$ cat src/design/tcaabb_pkg.sv
// Shared types and constants for the transformed corner bounding box unit.
// No dependencies; every other design file refers to this package by scoped names.
`timescale 1ns / 1ps
`default_nettype none

package tcaabb_pkg;

   localparam int COORD_W  = 16;
   localparam int WORLD_W  = 24;
   localparam int ROW_W    = 64;
   localparam int PROD_W   = 2 * COORD_W;
   localparam int FRAC_SH  = 12;
   localparam int CSR_IDX_W = 2;

   // Corner queue between the transform front end and the min/max back end
   localparam int QDEPTH  = 4;
   localparam int QPTR_W  = $clog2(QDEPTH);
   localparam int QCNT_W  = $clog2(QDEPTH + 1);

   // Configuration register indexes
   localparam logic [CSR_IDX_W-1:0] REG_ROW_X = 2'd0;
   localparam logic [CSR_IDX_W-1:0] REG_ROW_Y = 2'd1;
   localparam logic [CSR_IDX_W-1:0] REG_ROW_Z = 2'd2;

   // Identity matrix at reset
   localparam logic [ROW_W-1:0] ROW_X_RESET = 64'h0000_0000_0000_1000;
   localparam logic [ROW_W-1:0] ROW_Y_RESET = 64'h0000_0000_1000_0000;
   localparam logic [ROW_W-1:0] ROW_Z_RESET = 64'h0000_1000_0000_0000;

   // One world-space corner travelling through the queue
   typedef struct packed {
      logic                       last;
      logic signed [WORLD_W-1:0]  wx;
      logic signed [WORLD_W-1:0]  wy;
      logic signed [WORLD_W-1:0]  wz;
   } corner_item_type;

   // One finished bounding box
   typedef struct packed {
      logic signed [WORLD_W-1:0]  min_x;
      logic signed [WORLD_W-1:0]  min_y;
      logic signed [WORLD_W-1:0]  min_z;
      logic signed [WORLD_W-1:0]  max_x;
      logic signed [WORLD_W-1:0]  max_y;
      logic signed [WORLD_W-1:0]  max_z;
   } box_type;

   // Queue status seen by the front end for its credit check
   typedef struct packed {
      logic              empty;
      logic [QCNT_W-1:0] level;
   } queue_status_type;

endpackage

`default_nettype wire

$ cat src/design/tcaabb_queue.sv
// Short corner queue between the front end and the back end.
// Depends on tcaabb_pkg for the item type and depth.
`timescale 1ns / 1ps
`default_nettype none

module tcaabb_queue (
   input  wire logic                          clock,
   input  wire logic                          reset,
   input  wire logic                          push,
   input  wire tcaabb_pkg::corner_item_type   push_item,
   input  wire logic                          pop,
   output tcaabb_pkg::corner_item_type        head_item,
   output tcaabb_pkg::queue_status_type       status
);

   tcaabb_pkg::corner_item_type           slot_ff [tcaabb_pkg::QDEPTH];
   logic [tcaabb_pkg::QPTR_W-1:0]         wr_ptr_ff;
   logic [tcaabb_pkg::QPTR_W-1:0]         rd_ptr_ff;
   logic [tcaabb_pkg::QCNT_W-1:0]         level_ff;
   logic [tcaabb_pkg::QCNT_W-1:0]         level_in;
   logic                                  do_pop;

   assign do_pop = pop && (level_ff != '0);

   always_comb begin
      level_in = level_ff;
      if (push && !do_pop) begin
         level_in = level_ff + 1'b1;
      end else if (!push && do_pop) begin
         level_in = level_ff - 1'b1;
      end
   end

   always_ff @(posedge clock) begin
      if (reset) begin
         wr_ptr_ff <= '0;
         rd_ptr_ff <= '0;
         level_ff  <= '0;
      end else begin
         level_ff <= level_in;
         if (push) begin
            wr_ptr_ff <= wr_ptr_ff + 1'b1;
         end
         if (do_pop) begin
            rd_ptr_ff <= rd_ptr_ff + 1'b1;
         end
      end
   end

   always_ff @(posedge clock) begin
      if (push) begin
         slot_ff[wr_ptr_ff] <= push_item;
      end
   end

   assign head_item    = slot_ff[rd_ptr_ff];
   assign status.empty = (level_ff == '0);
   assign status.level = level_ff;

endmodule

`default_nettype wire

$ cat config.mk
export PLATFORM = sky130hd
export DESIGN_NAME = tcaabb_queue
export DESIGN_NICKNAME = d
export VERILOG_FILES = /design/src/design/tcaabb_pkg.sv /design/src/design/tcaabb_queue.sv
export SDC_FILE = /design/constraint.sdc
export NUM_CORES = 1
export LEC_CHECK = 0
export BUFFER_PORTS_ARGS = -buffer_cell sky130_fd_sc_hd__buf_4
export CAP_MARGIN = 20
export CORE_ASPECT_RATIO = 0.8
export CORE_MARGIN = 2
export CORE_UTILIZATION = 37
export DETAILED_ROUTE_END_ITERATION = 12
export GPL_TIMING_DRIVEN = 0
export RECOVER_POWER = 100
export SLEW_MARGIN = 25
export SYNTH_ARGS = -nofsm -noshare
export SYNTH_HDL_FRONTEND = slang
export SYNTH_SLANG_ARGS = --single-unit
export TNS_END_PERCENT = 5
$ cat constraint.sdc
create_clock -name clock -period 3.6 [get_ports clock]
set_input_delay 0.72 -clock clock [delete_from_list [all_inputs] [get_ports clock]]
set_output_delay 0.72 -clock clock [all_outputs]
set_load 0.005 [all_outputs]
==> impl_metrics.tcl <==
set metrics [dict create \
    synthDistinctLibCells 23 \
    ios 154 \
    skew_ns 0.00763 \
    outcome "complete, but fails checks" \
    drive_gt1_share_pct 30.1 \
    coreArea_sq_mm 0.0294 \
    rrSetupSlack_ns 0.81 \
    cts_setup_buffers 0 \
    cp_max_fo 10 \
    gp_congestion 0.704 \
    regArea_sq_mm 0.00895 \
    vias 4941 \
    ir_drop_v 0.000379 \
    setup-tns-final_ns 0 \
    cp.required_ns 2.88 \
    die_area_sq_mm 0.0312 \
    overflow 0 \
    htreeDepth 1 \
    rows 56 \
    clock-sinks 301 \
    critPathCaptureType "output pin" \
    via_per_inst 4.88 \
    final_common_cell "edfxtp_1" \
    start_util_pct 37.6 \
    power_mw 9.01 \
    wl_per_cell_um 20.2 \
    critPathSlowestCell "mux4_2" \
    synth_seq_area_share_pct 81.1 \
    synthCells 424 \
    power.density_mw_per_mm2 677 \
    syn_area_sq_mm 0.0110 \
    worstPathCellList "clkbuf_2, buf_12, mux4_2, clkbuf_4" \
    final-setup-viol-count 0 \
    antenna_found_initial 0 \
    area_delta_synth_final_pct 20.6 \
    finalHoldViolCount 0 \
    drt_iter0_drc 199 \
    cap_violations 2 \
    post_cts_resized 0 \
    ys_seq_elements 301 \
    hpwl_mm 13.1 \
    drt_pass1_iterations 4 \
    max_slew_margin_pct -21.4 \
    wl_mm 20.5 \
    worstHoldPathType "in -> reg" \
    clk_pin_slew_worst_paths_ns 0.06 \
    port_buffers 152 \
    die_w_um 197 \
    cts_tree "yes" \
    multi_input_area_sq_mm 0.00188 \
    slew_viol_final 62 \
    die_h_um 158 \
    ys_warn_count 0 \
    leakage_nw 4.25 \
    max_stage_delay_ns 0.54 \
    track_usage_pct 13.2 \
    rsz0062_at_grt "false" \
    timing.final.ws_setup_ns 0.571 \
    clock_latency_ns 0.54 \
    violations "capacitance limit, slew limit" \
    tightestPinTransition_ns 1.82 \
    finish.utilization_pct 45.3 \
    period_share_pct 84.1 \
    grt_pass1_wl_mm 31.0 \
    root_buffer "clkbuf_16" \
    num-fill-cells 2518 \
    grt_max_degree 44 \
    drc 0 \
    cp.arrival_ns 2.31 \
    cts_buffers 30 \
    hold_buffers 0 \
    final_cell_mix "edfxtp_1, clkbuf_1, mux4_2" \
    cts_max_path_buffers 3 \
    ant_nets 0 \
    diodes 0 \
    pre_cts_ws_ns 1.27 \
    crit_type "reg -> out" \
    grt_pass1_vias 5359 \
    syn_nets 507 \
    max_freq_ghz 0.330 \
    avgSynthCellArea_sq_um 26.0 \
    nets 697 \
    min_period_ns 3.03 \
    crit_path_start_kind "flip-flop" \
]
-- cell type report --
class                           instances  area share [%]
Clock buffer                           34            5.75
Inverter                                3          0.0846
Clock inverter                         19            1.36
Multi-Input combinational cell        103            14.2
Sequential cell                       301            67.2
Timing Repair Buffer                  158            6.43
Buffer                                 17            1.42
Tap cell                              377            3.54
-- critical path: cells and delay by family (launching register included) --
kind	cells	cell delay, ns
buffers and inverters	3	0.92
multiplexers	1	0.54
flip-flops	1	0.30
-- stage by stage --
stage	instances	hold WS, ns	instance area (sq um)
floorplan	424	0.485	11000
global placement	953	0.516	12700
detailed placement	959	0.535	12800
CTS	1012	0.334	13700
global route	1012	0.418	13300
finish	1012	0.424	13300
-- per-layer routing --
metal	part of all wire, %	vias up	global-route usage [%]
met5	0	-	0
met3	5.1	42	2.92
met1	42	2566	17.1
met2	50	130	22.7
met4	2.8	0	3.87
li1	-	2203	-
-- flip-flops by register name, indices dropped and copies added (netlist names), named ones only --
| register | count |
|---|---|
| slot_ff | 292 |
| level_ff | 3 |
| rd_ptr_ff | 2 |
| wr_ptr_ff | 2 |
-- worst paths after layout --
path         depth (start not counted)             end          start
max                                  4   head_item[51]      flip-flop
min                                  1  slot_ff[3][66]  push_item[66]
max reg2reg                          3  slot_ff[3][63]   wr_ptr_ff[0]
min reg2reg                          2    rd_ptr_ff[1]   rd_ptr_ff[1]
-- kinds of logic (layout without fill, tap and decap cells) --
| group | Yosys count | after routing | synth area share, % |
|---|---|---|---|
| adders and majority gates | 6 | 6 | 0.748 |
| and+or+nand+nor | 13 | 13 | 0.567 |
| buffers and inverters | 20 | 231 | 1.87 |
| DFF | 301 | 301 | 81.1 |
| AOI/OAI and AO/OA | 4 | 4 | 0.238 |
| xor gates and xnor gates | 5 | 5 | 0.397 |
| muxes | 75 | 75 | 15.1 |
-- power breakdown --
part | internal [mW] | total, mW | leakage [nW] | switching, mW
registers | 4.04 | 4.10 | 2.76 | 0.0570
clock network | 1.73 | 2.97 | 0.461 | 1.23
logic | 1.10 | 1.95 | 1.03 | 0.851
-- synth_stat cells --
master / number / area [sq um]
a21oi_1: 1 / 5.00
and2_1: 4 / 25.0
buf_12: 7 / 140
buf_2: 7 / 35.0
buf_6: 1 / 11.3
clkbuf_1: 1 / 3.75
clkbuf_2: 1 / 5.00
dfxtp_1: 9 / 180
edfxtp_1: 292 / 8770
fa_1: 1 / 20.0
ha_1: 5 / 62.6
inv_1: 3 / 11.3
mux2i_1: 2 / 20.0
mux4_1: 1 / 26.3
mux4_2: 72 / 1620
nor2_1: 7 / 26.3
nor3_1: 1 / 5.00
o21ai_0: 1 / 5.00
o311ai_0: 1 / 8.76
o31ai_1: 1 / 7.51
or3_1: 1 / 6.26
xnor2_1: 1 / 8.76
xor2_1: 4 / 35.0
No activity file was read; power rests on OpenSTA's default activity.
