### config.mk
export PLATFORM = sky130hd
export DESIGN_NAME = tcaabb_back
export DESIGN_NICKNAME = d
export VERILOG_FILES = /design/src/design/tcaabb_pkg.sv /design/src/design/tcaabb_back.sv
export SDC_FILE = /design/constraint.sdc
export NUM_CORES = 1
export LEC_CHECK = 0
export BUFFER_PORTS_ARGS = -buffer_cell sky130_fd_sc_hd__buf_2
export CORE_MARGIN = 5
export CORE_UTILIZATION = 40
export CTS_BUF_LIST = sky130_fd_sc_hd__clkbuf_8
export DETAILED_ROUTE_END_ITERATION = 8
export SLEW_MARGIN = 20
export SYNTH_ARGS = -nofsm -noshare
export SYNTH_HDL_FRONTEND = slang
export SYNTH_SLANG_ARGS = --single-unit
### constraint.sdc
create_clock -name clock -period 16.65 [get_ports clock]
set_clock_uncertainty 0.05 [all_clocks]
set_input_delay 4.1625 -clock clock [delete_from_list [all_inputs] [get_ports clock]]
set_output_delay 4.1625 -clock clock [all_outputs]
set_load 0.1 [all_outputs]
### src/design/tcaabb_pkg.sv
// Shared types and constants for the transformed corner bounding box unit.
// No dependencies; every other design file refers to this package by scoped names.
`timescale 1ns / 1ps
`default_nettype none

package tcaabb_pkg;

   localparam int COORD_W  = 16;
   localparam int WORLD_W  = 24;
   localparam int ROW_W    = 64;
   localparam int PROD_W   = 2 * COORD_W;
   localparam int FRAC_SH  = 12;
   localparam int CSR_IDX_W = 2;

   // Corner queue between the transform front end and the min/max back end
   localparam int QDEPTH  = 4;
   localparam int QPTR_W  = $clog2(QDEPTH);
   localparam int QCNT_W  = $clog2(QDEPTH + 1);

   // Configuration register indexes
   localparam logic [CSR_IDX_W-1:0] REG_ROW_X = 2'd0;
   localparam logic [CSR_IDX_W-1:0] REG_ROW_Y = 2'd1;
   localparam logic [CSR_IDX_W-1:0] REG_ROW_Z = 2'd2;

   // Identity matrix at reset
   localparam logic [ROW_W-1:0] ROW_X_RESET = 64'h0000_0000_0000_1000;
   localparam logic [ROW_W-1:0] ROW_Y_RESET = 64'h0000_0000_1000_0000;
   localparam logic [ROW_W-1:0] ROW_Z_RESET = 64'h0000_1000_0000_0000;

   // One world-space corner travelling through the queue
   typedef struct packed {
      logic                       last;
      logic signed [WORLD_W-1:0]  wx;
      logic signed [WORLD_W-1:0]  wy;
      logic signed [WORLD_W-1:0]  wz;
   } corner_item_type;

   // One finished bounding box
   typedef struct packed {
      logic signed [WORLD_W-1:0]  min_x;
      logic signed [WORLD_W-1:0]  min_y;
      logic signed [WORLD_W-1:0]  min_z;
      logic signed [WORLD_W-1:0]  max_x;
      logic signed [WORLD_W-1:0]  max_y;
      logic signed [WORLD_W-1:0]  max_z;
   } box_type;

   // Queue status seen by the front end for its credit check
   typedef struct packed {
      logic              empty;
      logic [QCNT_W-1:0] level;
   } queue_status_type;

endpackage

`default_nettype wire

### src/design/tcaabb_back.sv
// Back end: running per-axis minimum and maximum, and the result register.
// Depends on tcaabb_pkg; drains tcaabb_queue.
`timescale 1ns / 1ps
`default_nettype none

module tcaabb_back (
   input  wire logic                          clock,
   input  wire logic                          reset,
   input  wire tcaabb_pkg::queue_status_type  q_status,
   input  wire tcaabb_pkg::corner_item_type   q_item,
   output logic                               q_pop,
   input  wire logic                          rsp_pop,
   output logic                               rsp_empty,
   output tcaabb_pkg::box_type                rsp_box
);

   logic                                      first_ff;
   logic                                      res_valid_ff;
   tcaabb_pkg::box_type                       res_ff;
   logic signed [tcaabb_pkg::WORLD_W-1:0]     min_ff [3];
   logic signed [tcaabb_pkg::WORLD_W-1:0]     max_ff [3];
   logic signed [tcaabb_pkg::WORLD_W-1:0]     min_in [3];
   logic signed [tcaabb_pkg::WORLD_W-1:0]     max_in [3];
   logic signed [tcaabb_pkg::WORLD_W-1:0]     w [3];
   logic                                      slot_free;

   assign w[0] = q_item.wx;
   assign w[1] = q_item.wy;
   assign w[2] = q_item.wz;

   // A last corner needs the result register free, or being emptied this cycle.
   assign slot_free = !res_valid_ff || rsp_pop;
   assign q_pop     = !q_status.empty && (!q_item.last || slot_free);

   always_comb begin
      for (int a = 0; a < 3; a++) begin
         if (first_ff) begin
            min_in[a] = w[a];
            max_in[a] = w[a];
         end else begin
            min_in[a] = (w[a] < min_ff[a]) ? w[a] : min_ff[a];
            max_in[a] = (w[a] > max_ff[a]) ? w[a] : max_ff[a];
         end
      end
   end

   always_ff @(posedge clock) begin
      if (reset) begin
         first_ff     <= 1'b1;
         res_valid_ff <= 1'b0;
         for (int a = 0; a < 3; a++) begin
            min_ff[a] <= '0;
            max_ff[a] <= '0;
         end
      end else begin
         if (rsp_pop) begin
            res_valid_ff <= 1'b0;
         end
         if (q_pop) begin
            first_ff <= q_item.last;
            for (int a = 0; a < 3; a++) begin
               min_ff[a] <= min_in[a];
               max_ff[a] <= max_in[a];
            end
            if (q_item.last) begin
               res_valid_ff <= 1'b1;
            end
         end
      end
   end

   always_ff @(posedge clock) begin
      if (q_pop && q_item.last) begin
         res_ff.min_x <= min_in[0];
         res_ff.min_y <= min_in[1];
         res_ff.min_z <= min_in[2];
         res_ff.max_x <= max_in[0];
         res_ff.max_y <= max_in[1];
         res_ff.max_z <= max_in[2];
      end
   end

   assign rsp_empty = !res_valid_ff;
   assign rsp_box   = res_ff;

endmodule

`default_nettype wire

==> results of run 1 <==
-- state kept, by name, indices dropped and copies added, names as in the netlist --
| signal | count |
|---|---|
| rsp_box | 144 |
| max_ff | 72 |
| min_ff | 72 |
| first_ff | 1 |
| res_valid_ff | 1 |
-- kinds of logic (layout without fill, tap and decap cells) --
kind of cell               Yosys count  after routing  synth area share
buffers and inverters              236            489            0.0564
AOI/OAI and AO/OA                  247            247             0.106
other                                0              2                 0
adders and majority gates          141            141             0.101
muxes                              242            242             0.147
and+or+nand+nor                    354            354            0.0920
DFF                                290            290             0.497
-- layer usage --
layer | GRT usage | vias to the layer above | share of wire
met4 | 0.0571 | 6 | 0.025
li1 | - | 6108 | -
met3 | 0.0429 | 75 | 0.064
met5 | 0 | - | 0.00064
met2 | 0.290 | 382 | 0.47
met1 | 0.239 | 6142 | 0.44
-- path summary, 6_finish.rpt --
kind,depth (start not counted),end,start,slack [ps]
setup / recovery,4,q_pop,rsp_pop,7170
hold / removal,1,rsp_box[5],max_ff[0][53],550
setup reg to reg,9,rsp_box[54],max_ff[0][11],12250
hold reg to reg,1,rsp_box[5],max_ff[0][53],550
-- placed cells by master, fill, tap and decap left out, types with 3 or more instances in the layout --
cell type / n
sky130_fd_sc_hd__a2111oi_0: 3
sky130_fd_sc_hd__a211oi_1: 3
sky130_fd_sc_hd__a21o_1: 25
sky130_fd_sc_hd__a21oi_1: 41
sky130_fd_sc_hd__a21oi_4: 3
sky130_fd_sc_hd__a221o_1: 3
sky130_fd_sc_hd__a221oi_1: 27
sky130_fd_sc_hd__a2bb2oi_1: 23
sky130_fd_sc_hd__a31oi_1: 30
sky130_fd_sc_hd__buf_2: 222
sky130_fd_sc_hd__buf_4: 13
sky130_fd_sc_hd__clkbuf_8: 55
sky130_fd_sc_hd__clkinv_1: 19
sky130_fd_sc_hd__clkinv_2: 7
sky130_fd_sc_hd__edfxtp_1: 288
sky130_fd_sc_hd__ha_1: 141
sky130_fd_sc_hd__inv_1: 169
sky130_fd_sc_hd__mux2_1: 31
sky130_fd_sc_hd__mux2_2: 90
sky130_fd_sc_hd__mux2i_1: 120
sky130_fd_sc_hd__nand2_1: 210
sky130_fd_sc_hd__nand3_1: 60
sky130_fd_sc_hd__nand4_1: 23
sky130_fd_sc_hd__nor2_1: 20
sky130_fd_sc_hd__nor2b_1: 9
sky130_fd_sc_hd__nor3_1: 3
sky130_fd_sc_hd__nor4_1: 5
sky130_fd_sc_hd__o211ai_1: 7
sky130_fd_sc_hd__o21ai_0: 14
sky130_fd_sc_hd__o221ai_1: 49
sky130_fd_sc_hd__or2_2: 3
-- power by group --
group / total [mW] / internal (mW) / switching, mW
registers: 0.916 / 0.878 / 0.0378
clock network: 0.627 / 0.321 / 0.306
logic: 0.521 / 0.154 / 0.367
total: 2.06 / 1.35 / 0.711
-- layout make-up --
| type | instances | area share |
|---|---|---|
| multi-input combinational | 984 | 0.392 |
| antenna | 2 | 0.000249 |
| clock buffer | 55 | 0.0377 |
| clock inverter | 44 | 0.0103 |
| inverter | 154 | 0.0288 |
| timing repair buffer | 236 | 0.0612 |
| sequential | 290 | 0.433 |
| tap | 585 | 0.0365 |
-- worst max-delay path: stages --
cell and delay (ps):
sky130_fd_sc_hd__buf_2 80, sky130_fd_sc_hd__nor2_1 40, sky130_fd_sc_hd__a21oi_1 460, sky130_fd_sc_hd__buf_2 530
==> run metrics, run 1 <==
status=completed; aggregate negative setup slack=0 ps; Die Wd=219 µm; FMAX=105 MHz; final setup vio count=0; most area-hungry cell type in the Yosys netlist=sky130_fd_sc_hd__edfxtp_1; DR DRC count=0; detailed-route vias per instance=5.41; number of antenna violations at the first check in global routing=4; remaining antenna violation count=0; nets in the synthesized netlist=1731; Fill cells=4028; initial cell density of the core=0.405; boundary pin count=226; critical path data required time=12440 ps; area share of the largest cell type after synthesis=0.495; number of pins with negative max-slew slack in the final report=0; startpoint type of the worst setup path=primary input; global-route wire length before repair=69200 µm; Area contributors post-synth=sky130_fd_sc_hd__edfxtp_1 (49%), sky130_fd_sc_hd__ha_1 (10%), sky130_fd_sc_hd__mux2i_1 (6.9%); ratio of cells with drive above 1 in the final layout=0.233; Final HPWL DP=29400 µm; final weighted congestion in routability-driven placement=0.824; Finished Core Util=0.465; routed via count=12700; maximum level of the CTS H-tree=2; number of nets in the layout=1940; RSZ-0062 raised after global routing=no; Post-CTS Setup Inserts=0; clock root buffer master=sky130_fd_sc_hd__clkbuf_8; average wire length per cell after detail routing=around 19 µm; Sequential cell area=0.00869 mm²; commonest cells in the synthesized netlist=sky130_fd_sc_hd__edfxtp_1 (288), sky130_fd_sc_hd__nand2_1 (210), sky130_fd_sc_hd__inv_1 (152); final-layout worst hold slack=552 ps; pre-CTS setup slack=7150 ps; Setup WS post-layout=7170 ps; buffers from clock root to sink, at most=3; number of global-route vias before repair=around 13000; count of TritonRoute iterations in the first routing pass=7; YS warnings=0; Num CTS Buffers=53; hold buffers post-CTS=0; Final Hold Fails=0; maximum capacitance violations=0; maximum number of pins on one net before global-route repair=203; area of the mapped netlist=0.0175 mm²; number of enable flip-flop cells after synthesis=288; sequential element share of the synthesized area=0.497; gate count after technology mapping=about 1500; Worst IR Drop VDD=0.0516 mV; DIE AREA=between 0.04 and 0.05 mm²; non-filler cells, final=2350; endpoint arrival time on the critical path=5270 ps; overall die height=219 µm; Layout Area Growth over Synthesis=14.8%; Core Footprint=0.0432 mm²; summed area of non-filler cells in the final layout=0.0201 mm²; count of state elements after synthesis=290; Synth async-reset ratio=0; wire length reported by the detailed router=43800 µm; number of standard-cell rows in the floorplan=76; fraction of the cycle the final worst path needs=0.570; cts repair resizes=0; leakage power summed over all cells=7.91 nW; number of buffer cells added on primary ports=222; Crit Path Max Fanout=5; Worst-Margin Slew=1110 ps; Clock Pin Slew Worst Setup and Hold Paths=roughly 50 ps; Placed Cells=2249; grt total ovfl=0; pwr dens=103 mW/mm²; clock latency on the worst-skew pair=630 ps; footprint of the multi-input gates=0.00787 mm²; type of the worst min-delay path=reg2reg; worst-case headroom to the max-slew limit=0.258; Setup crit end kind=primary output; post-synthesis average cell area=roughly 12 µm²; CP Class=in2out; primary flip-flop cell chosen by synthesis mapping=sky130_fd_sc_hd__edfxtp_1; clk sink count=290; number of unique standard cell types used by synthesis=63; min Tclk post-route=roughly 9500 ps; most frequently used cell type in the post-synthesis netlist=sky130_fd_sc_hd__edfxtp_1; clock tree from TritonCTS=done; total global routing track utilization=0.179; total power=2.06 mW; placed standard-cell area=roughly 0.019 mm²; Iteration-0 DRC Markers=733
Power figures use the tool's default switching activity.
==> run 2: changes to the inputs <==
==> constraint.sdc (replaced) <==
create_clock -name clock -period 9.5 [get_ports clock]
set_clock_uncertainty 0.05 [all_clocks]
set_input_delay 2.375 -clock clock [delete_from_list [all_inputs] [get_ports clock]]
set_output_delay 2.375 -clock clock [all_outputs]
set_load 0.1 [all_outputs]
==> run 2 against run 1 <==
Against the previous run: wire length shrank 0.33%; sequential cell count is the same; register-to-register slack lost 7100 ps; worst hold slack lost 8.8 ps; clock-buffer cell count shrank 2; core utilization shrank 0.070 points; critical path type unchanged; largest cell class unchanged; largest power group unchanged.
==> run metrics, run 2 (synthesis gave the netlist of run 1 again) <==
status=completed; summed area of non-filler cells in the final layout=0.0200 mm² (-0.15%); wire length reported by the detailed router=43700 µm (-0.33%); worst hold stages=4 (+3); most prevalent standard cell on the critical path=sky130_fd_sc_hd__buf_2; CP Class=in2out; DIE AREA=0.0480 mm² (unchanged); Largest register FFs=144 (unchanged); final setup vio count=0 (unchanged); maximum level of the CTS H-tree=2 (unchanged); routed via count=12700 (-0.32%); count of cells along the worst register-to-register path=9 (unchanged); Worst IR Drop VDD=0.0909 mV (+76%); source of the worst register-to-register timing path=max_ff[0][11]; origin of the worst min-delay path=res_valid_ff; crit-path max cell delay=530 ps (about the same); initial cell density of the core=0.405 (unchanged); Setup crit end kind=primary output; maximum capacitance violations=0 (unchanged); number of antenna violations at the first check in global routing=4 (unchanged); setup slack of the worst register-to-register path=5180 ps (-7070 ps); FMAX=170 MHz; number of buffer cells added on primary ports=222 (unchanged); endpoint arrival time on the critical path=3460 ps (-1810 ps); leading cell type in the layout, fill and taps excluded=sky130_fd_sc_hd__edfxtp_1; global-route wire length before repair=68700 µm (-0.72%); min Tclk post-route=around 6000 ps; Die Wd=219 µm (unchanged); RSZ-0062 raised after global routing=no; grt total ovfl=0 (unchanged); clock root buffer master=sky130_fd_sc_hd__clkbuf_8; boundary pin count=226 (unchanged); total global routing track utilization=0.178 (-0.00135); remaining antenna violation count=0 (unchanged); number of nets in the layout=1938 (-0.10%); final weighted congestion in routability-driven placement=0.855 (+3.7%); ratio of cells with drive above 1 in the final layout=0.231 (-0.00249); Finished Core Util=0.464 (-0.000696); startpoint type of the worst setup path=primary input; Final HPWL DP=29100 µm (-1.0%); Core Footprint=0.0432 mm² (unchanged); detailed-route vias per instance=5.41 (about the same); number of pins with negative max-slew slack in the final report=0 (unchanged); leakage power summed over all cells=7.89 nW (-0.32%); cts repair resizes=0 (unchanged); fraction of the cycle the final worst path needs=0.620; average wire length per cell after detail routing=18.6 µm (about the same); DR DRC count=0 (unchanged); Num CTS Buffers=52 (-1.9%); series of cell instances along the critical path=buf_2 > nor2_1 > a21oi_1 > buf_2; pwr dens=180 mW/mm² (+75%); Post-CTS Setup Inserts=0 (unchanged); Clock Pin Slew Worst Setup and Hold Paths=50 ps (about the same); Final Hold Fails=0 (unchanged); number of standard-cell rows in the floorplan=76 (unchanged); clk sink count=290 (unchanged); type of the worst min-delay path=reg2reg; placed standard-cell area=0.0191 mm² (about the same); maximum number of pins on one net before global-route repair=239 (+18%); Fill cells=4073 (+1.1%); worst setup path start=rsp_pop; worst-case headroom to the max-slew limit=0.288 (+0.0299); Crit Path Max Fanout=5 (unchanged); Critical-path top delay cell=sky130_fd_sc_hd__buf_2; number of global-route vias before repair=12600 (-1.2%); Worst-Margin Slew=1070 ps (-42.2 ps); hold buffers post-CTS=0 (unchanged); aggregate negative setup slack=0 ps (unchanged); Iteration-0 DRC Markers=809 (+10%); Layout Area Growth over Synthesis=14.7%; overall die height=219 µm (unchanged); count of TritonRoute iterations in the first routing pass=6 (-1); commonest cells after routing, fill and taps aside=sky130_fd_sc_hd__edfxtp_1 (288), sky130_fd_sc_hd__buf_2 (222), sky130_fd_sc_hd__nand2_1 (210), sky130_fd_sc_hd__inv_1 (166), sky130_fd_sc_hd__ha_1 (141); clock tree from TritonCTS=done; clock latency on the worst-skew pair=610 ps (-20 ps); buffers from clock root to sink, at most=3 (unchanged); critical path data required time=7080 ps (-5360 ps)
## run 2: area by class of cell
type                            instances  area [µm²]  area share
Sequential cell                       290        8690       0.434
Antenna cell                            2        5.00    0.000250
Tap cell                              585         732      0.0365
Multi-Input combinational cell        984        7870       0.393
Clock inverter                         40         209      0.0104
Clock buffer                           53         729      0.0364
Timing Repair Buffer                  235        1220      0.0611
Inverter                              154         578      0.0288
## run 2: critical path: cells and delay by family
| family | cells | cell delay (ps) |
|---|---|---|
| and+or+nand+nor | 1 | 40 |
| AOI/OAI and AO/OA | 1 | 440 |
| buffers and inverters | 2 | 610 |
## run 2: per-stage QoR
step                      power (mW)  hold slack (ps)  setup WS [ps]  instances
final                           3.61              543           3610       2343
after global routing            3.80              569           3490       2342
after CTS                       3.66              552           3620       2341
after detailed placement        2.54              534           3140       2248
after global placement          2.53              533           3150       2248
after floorplan                 2.33              510           1400       1510
## run 2: power by group
| group | internal (mW) | switching (mW) | leakage, nW |
|---|---|---|---|
| clock network | 0.568 | 0.525 | 0.533 |
| registers | 1.54 | 0.0665 | 2.96 |
| logic | 0.270 | 0.643 | 4.40 |
## run 2: path summary, 6_finish.rpt
path                   to
max                 q_pop
min          res_valid_ff
max reg2reg   rsp_box[54]
min reg2reg  res_valid_ff
## run 2: routing by layer
layer	wire length (µm)	up-vias	GRT usage
li1	-	6101	-
met1	19500	6123	0.238
met2	20200	358	0.290
met3	2800	84	0.0401
met4	1140	6	0.0521
met5	28	-	0
==> run 3: changes to the inputs <==
--- a/config.mk
+++ b/config.mk
@@ -5,6 +5,7 @@
 export SDC_FILE = /design/constraint.sdc
 export NUM_CORES = 1
 export LEC_CHECK = 0
+export ABC_AREA = 1
 export BUFFER_PORTS_ARGS = -buffer_cell sky130_fd_sc_hd__buf_2
 export CORE_MARGIN = 5
 export CORE_UTILIZATION = 40
==> constraint.sdc (replaced) <==
create_clock -name clock -period 5.65 [get_ports clock]
set_clock_uncertainty 0.05 [all_clocks]
set_input_delay 1.4125 -clock clock [delete_from_list [all_inputs] [get_ports clock]]
set_output_delay 1.4125 -clock clock [all_outputs]
set_load 0.1 [all_outputs]
==> run 3 against run 2 <==
Against the previous run: clock power is 88% higher; sequential cell count stayed put; wire length is 6.6% lower; critical path depth is 2 higher; via count is 1.7% lower; design area is 4.7% lower; sequential power is 63% higher; register-to-register slack worse by 2700 ps; final cell count is 12% higher; sequential share of layout area is 2.1 points higher; area after synthesis is 5.7% lower; core utilization is 0.35 points higher; critical endpoint unchanged; largest power group unchanged.
==> run metrics, run 3 <==
critical path data required time=4190 ps (-2890 ps); hold buffers post-CTS=0 (unchanged); DIE AREA=0.0454 mm² (-5.4%); commonest cells after routing, fill and taps aside=sky130_fd_sc_hd__nand2_1 (432), sky130_fd_sc_hd__inv_1 (409), sky130_fd_sc_hd__edfxtp_1 (288), sky130_fd_sc_hd__buf_2 (222), sky130_fd_sc_hd__nor2_1 (175); uppermost signal routing layer after detailed routing=met5; detailed-route vias per instance=4.77 (-12%); status=completed; basic-gate share of the synthesized area counting and, or, nand and nor cells=0.220 (+0.128); adder and majority gate portion of the synthesized area=0.107 (+0.00605); pwr dens=324 mW/mm² (+80%); aggregate negative setup slack=0 ps (unchanged); number of standard-cell rows in the floorplan=74 (-2.6%); WP buf/inv=4 (+2); clk sink count=290 (unchanged); net switching power of the design=2.13 mW (+72%); Comb power frac=0.246 (-0.007); number of antenna violations at the first check in global routing=5 (+1); maximum capacitance violations=0 (unchanged); summed area of non-filler cells in the final layout=0.0191 mm² (-4.7%); commonest cells in the synthesized netlist=sky130_fd_sc_hd__nand2_1 (434), sky130_fd_sc_hd__inv_1 (402), sky130_fd_sc_hd__edfxtp_1 (288); gate count after technology mapping=1816 (+20%); sequential share of power=0.423 (-0.022); met3 wire len=2710 µm (-3.3%); Post-CTS Setup Inserts=0 (unchanged); count of cells along the worst register-to-register path=14 (+5); fraction of the cycle the final worst path needs=0.708; worst hold stages=2 (-2); Worst-Margin Slew=1070 ps (+4.65 ps); routed via count=12500 (-1.7%); Worst IR Drop VDD=0.186 mV (+100%); Crit Path Max Fanout=4 (-1); Final HPWL DP=27200 µm (-6.3%); number of pins with negative max-slew slack in the final report=0 (unchanged); number of buffer cells added on primary ports=222 (unchanged); boundary pin count=226 (unchanged); switching power share of the total=0.343 (+0.00139); YS warnings=0 (unchanged); number of nets in the layout=2260 (+17%); final-layout worst hold slack=559 ps (+16.3 ps); grt total ovfl=0 (unchanged); Area contributors post-synth=sky130_fd_sc_hd__edfxtp_1 (52%), sky130_fd_sc_hd__ha_1 (11%), sky130_fd_sc_hd__nand2_1 (9.9%); area share of the largest cell type after synthesis=0.524 (+0.0297); placed standard-cell area=0.0180 mm² (-5.6%); footprint of the multi-input gates=0.00591 mm² (-25%); Largest register FFs=144 (unchanged); Clk pwr share=0.331 (+0.028); count of TritonRoute iterations in the first routing pass=5 (-1); area of the mapped netlist=0.0165 mm² (-5.7%); most area-hungry cell type in the Yosys netlist=sky130_fd_sc_hd__edfxtp_1; buffers from clock root to sink, at most=3 (unchanged); CP Class=in2out; final setup vio count=0 (unchanged); Die Wd=213 µm (-2.7%); primary flip-flop cell chosen by synthesis mapping=sky130_fd_sc_hd__edfxtp_1; metal2 WL=18900 µm (-6.0%); min Tclk post-route=4000 ps; number of unique standard cell types used by synthesis=29 (-54%); worst-case headroom to the max-slew limit=0.285 (-0.00310); global-route wire length before repair=64200 µm (-6.6%); number of enable flip-flop cells after synthesis=288 (unchanged); series of cell instances along the critical path=buf_2 > nor2_1 > inv_1 > o21ai_0 > inv_1 > buf_2; maximum number of pins on one net before global-route repair=85 (-64%); clock tree from TritonCTS=done; endpoint arrival time on the critical path=2530 ps (-930 ps); multiplexer fraction of the synthesized cell area=0 (-0.147); count of state elements after synthesis=290 (unchanged); final weighted congestion in routability-driven placement=0.840 (-1.8%); RSZ-0062 raised after global routing=no; Clock Pin Slew Worst Setup and Hold Paths=60 ps (about the same); type of the worst min-delay path=reg2reg; total global routing track utilization=0.177 (-0.00117); leading cell type in the layout, fill and taps excluded=sky130_fd_sc_hd__nand2_1; leakage power summed over all cells=9.54 nW (+21%); Compound-Gate Fraction of Synth Area=0.0304 (-0.0759); Layout Area Growth over Synthesis=15.8%; met1 wire length=18200 µm (-7.0%); overall die height=213 µm (-2.7%); post-synthesis average cell area=9.08 µm² (-22%); maximum level of the CTS H-tree=2 (unchanged); average wire length per cell after detail routing=15.6 µm (-16%); sequential element share of the synthesized area=0.527 (+0.0298); initial cell density of the core=0.404 (-0.00101); Synth async-reset ratio=0 (unchanged); DR DRC count=0 (unchanged); crit-path max cell delay=340 ps (-190 ps); startpoint type of the worst setup path=primary input; ratio of cells with drive above 1 in the final layout=0.179 (-0.0513); FMAX=roughly 250 MHz; most frequently used cell type in the post-synthesis netlist=sky130_fd_sc_hd__nand2_1; Sequential cell area=0.00869 mm² (unchanged); Post-Synth XOR/XNOR Area=0 (unchanged); clock root buffer master=sky130_fd_sc_hd__clkbuf_8; Final Hold Fails=0 (unchanged); internal power summed over all cells=4.07 mW (+71%); crit-path leading delay family=buffers and inverters; Iteration-0 DRC Markers=630 (-22%); main combinational cell family by area after synthesis=simple AND/OR/NAND/NOR gates; cts repair resizes=0 (unchanged); clock latency on the worst-skew pair=610 ps (about the same); instance count on the critical path=6 (+2); Core Footprint=0.0408 mm² (-5.4%); wire length reported by the detailed router=40800 µm (-6.6%); remaining antenna violation count=0 (unchanged); Placed Cells=2518 (+12%); Num CTS Buffers=51 (-1.9%); nets in the synthesized netlist=2037 (+18%); number of global-route vias before repair=12400 (-0.96%); non-filler cells, final=2613 (+12%); Setup crit end kind=primary output; Critical-path top delay cell=sky130_fd_sc_hd__o21ai_0; Fill cells=3970 (-2.5%)
==> run 3: changes by cell type after synthesis, moves of 31 or more <==
| cell | previous run | this run |
|---|---|---|
| sky130_fd_sc_hd__mux2i_1 | 121 | 0 |
| sky130_fd_sc_hd__nor2_1 | 20 | 175 |
| sky130_fd_sc_hd__nand2_1 | 210 | 434 |
| sky130_fd_sc_hd__inv_1 | 152 | 402 |
| sky130_fd_sc_hd__nand4_1 | 23 | 83 |
| sky130_fd_sc_hd__mux2_2 | 90 | 0 |
| sky130_fd_sc_hd__o221ai_1 | 49 | 0 |
| sky130_fd_sc_hd__mux2_1 | 31 | 0 |
==> run 3: cell families (layout without fill, tap and decap cells) <==
logic type / count (synthesis) / in the layout
other: 0 / 1
adders and majority gates: 141 / 141
and+or+nand+nor: 822 / 822
DFF: 290 / 290
buffers and inverters: 476 / 740
AOI/OAI and AO/OA: 87 / 87
==> run 3: area by class of cell <==
cell class | instances | area share
Tap cell | 532 | 0.0349
Clock buffer | 53 | 0.0382
Sequential cell | 290 | 0.455
Multi-Input combinational cell | 1050 | 0.310
Clock inverter | 41 | 0.0173
Inverter | 415 | 0.0819
Timing Repair Buffer | 231 | 0.0630
Antenna cell | 1 | 0.000131
==> run 3: final timing paths <==
check / startpoint / to / slack, ps
setup / recovery: rsp_pop / q_pop / 1650
hold / removal: min_ff[0][23] / rsp_box[143] / 560
setup reg to reg: min_ff[0][49] / min_ff[0][55] / 2440
hold reg to reg: min_ff[0][23] / rsp_box[143] / 560
==> run 3: through the flow <==
step	utilization	total power, mW	worst slack, ps
final	0.468	6.19	1650
after CTS	0.468	6.28	1630
after global routing	0.468	6.53	1480
after global placement	0.442	4.17	1380
after detailed placement	0.442	4.19	1300
after floorplan	-	3.86	260
==> run 3: metal layers <==
metal,track usage,up-vias
met1,0.231,5808
met2,0.292,306
met4,0.0585,6
met5,0,-
met3,0.0407,70
li1,-,6261
==> run 3: worst min-delay path: stages, from the launching register on <==
cell and delay, ps:
sky130_fd_sc_hd__edfxtp_1 340, sky130_fd_sc_hd__o21ai_0 110, sky130_fd_sc_hd__inv_1 60
==> run 3: power by group through the flow <==
| stage | clock [mW] | combinational [mW] | sequential (mW) |
|---|---|---|---|
| after detailed placement | 0 | 1.53 | 2.66 |
| final | 2.05 | 1.52 | 2.62 |
| after floorplan | 0 | 0.739 | 3.12 |
| after global routing | 2.22 | 1.68 | 2.63 |
| after global placement | 0 | 1.51 | 2.66 |
| after CTS | 2.13 | 1.53 | 2.62 |
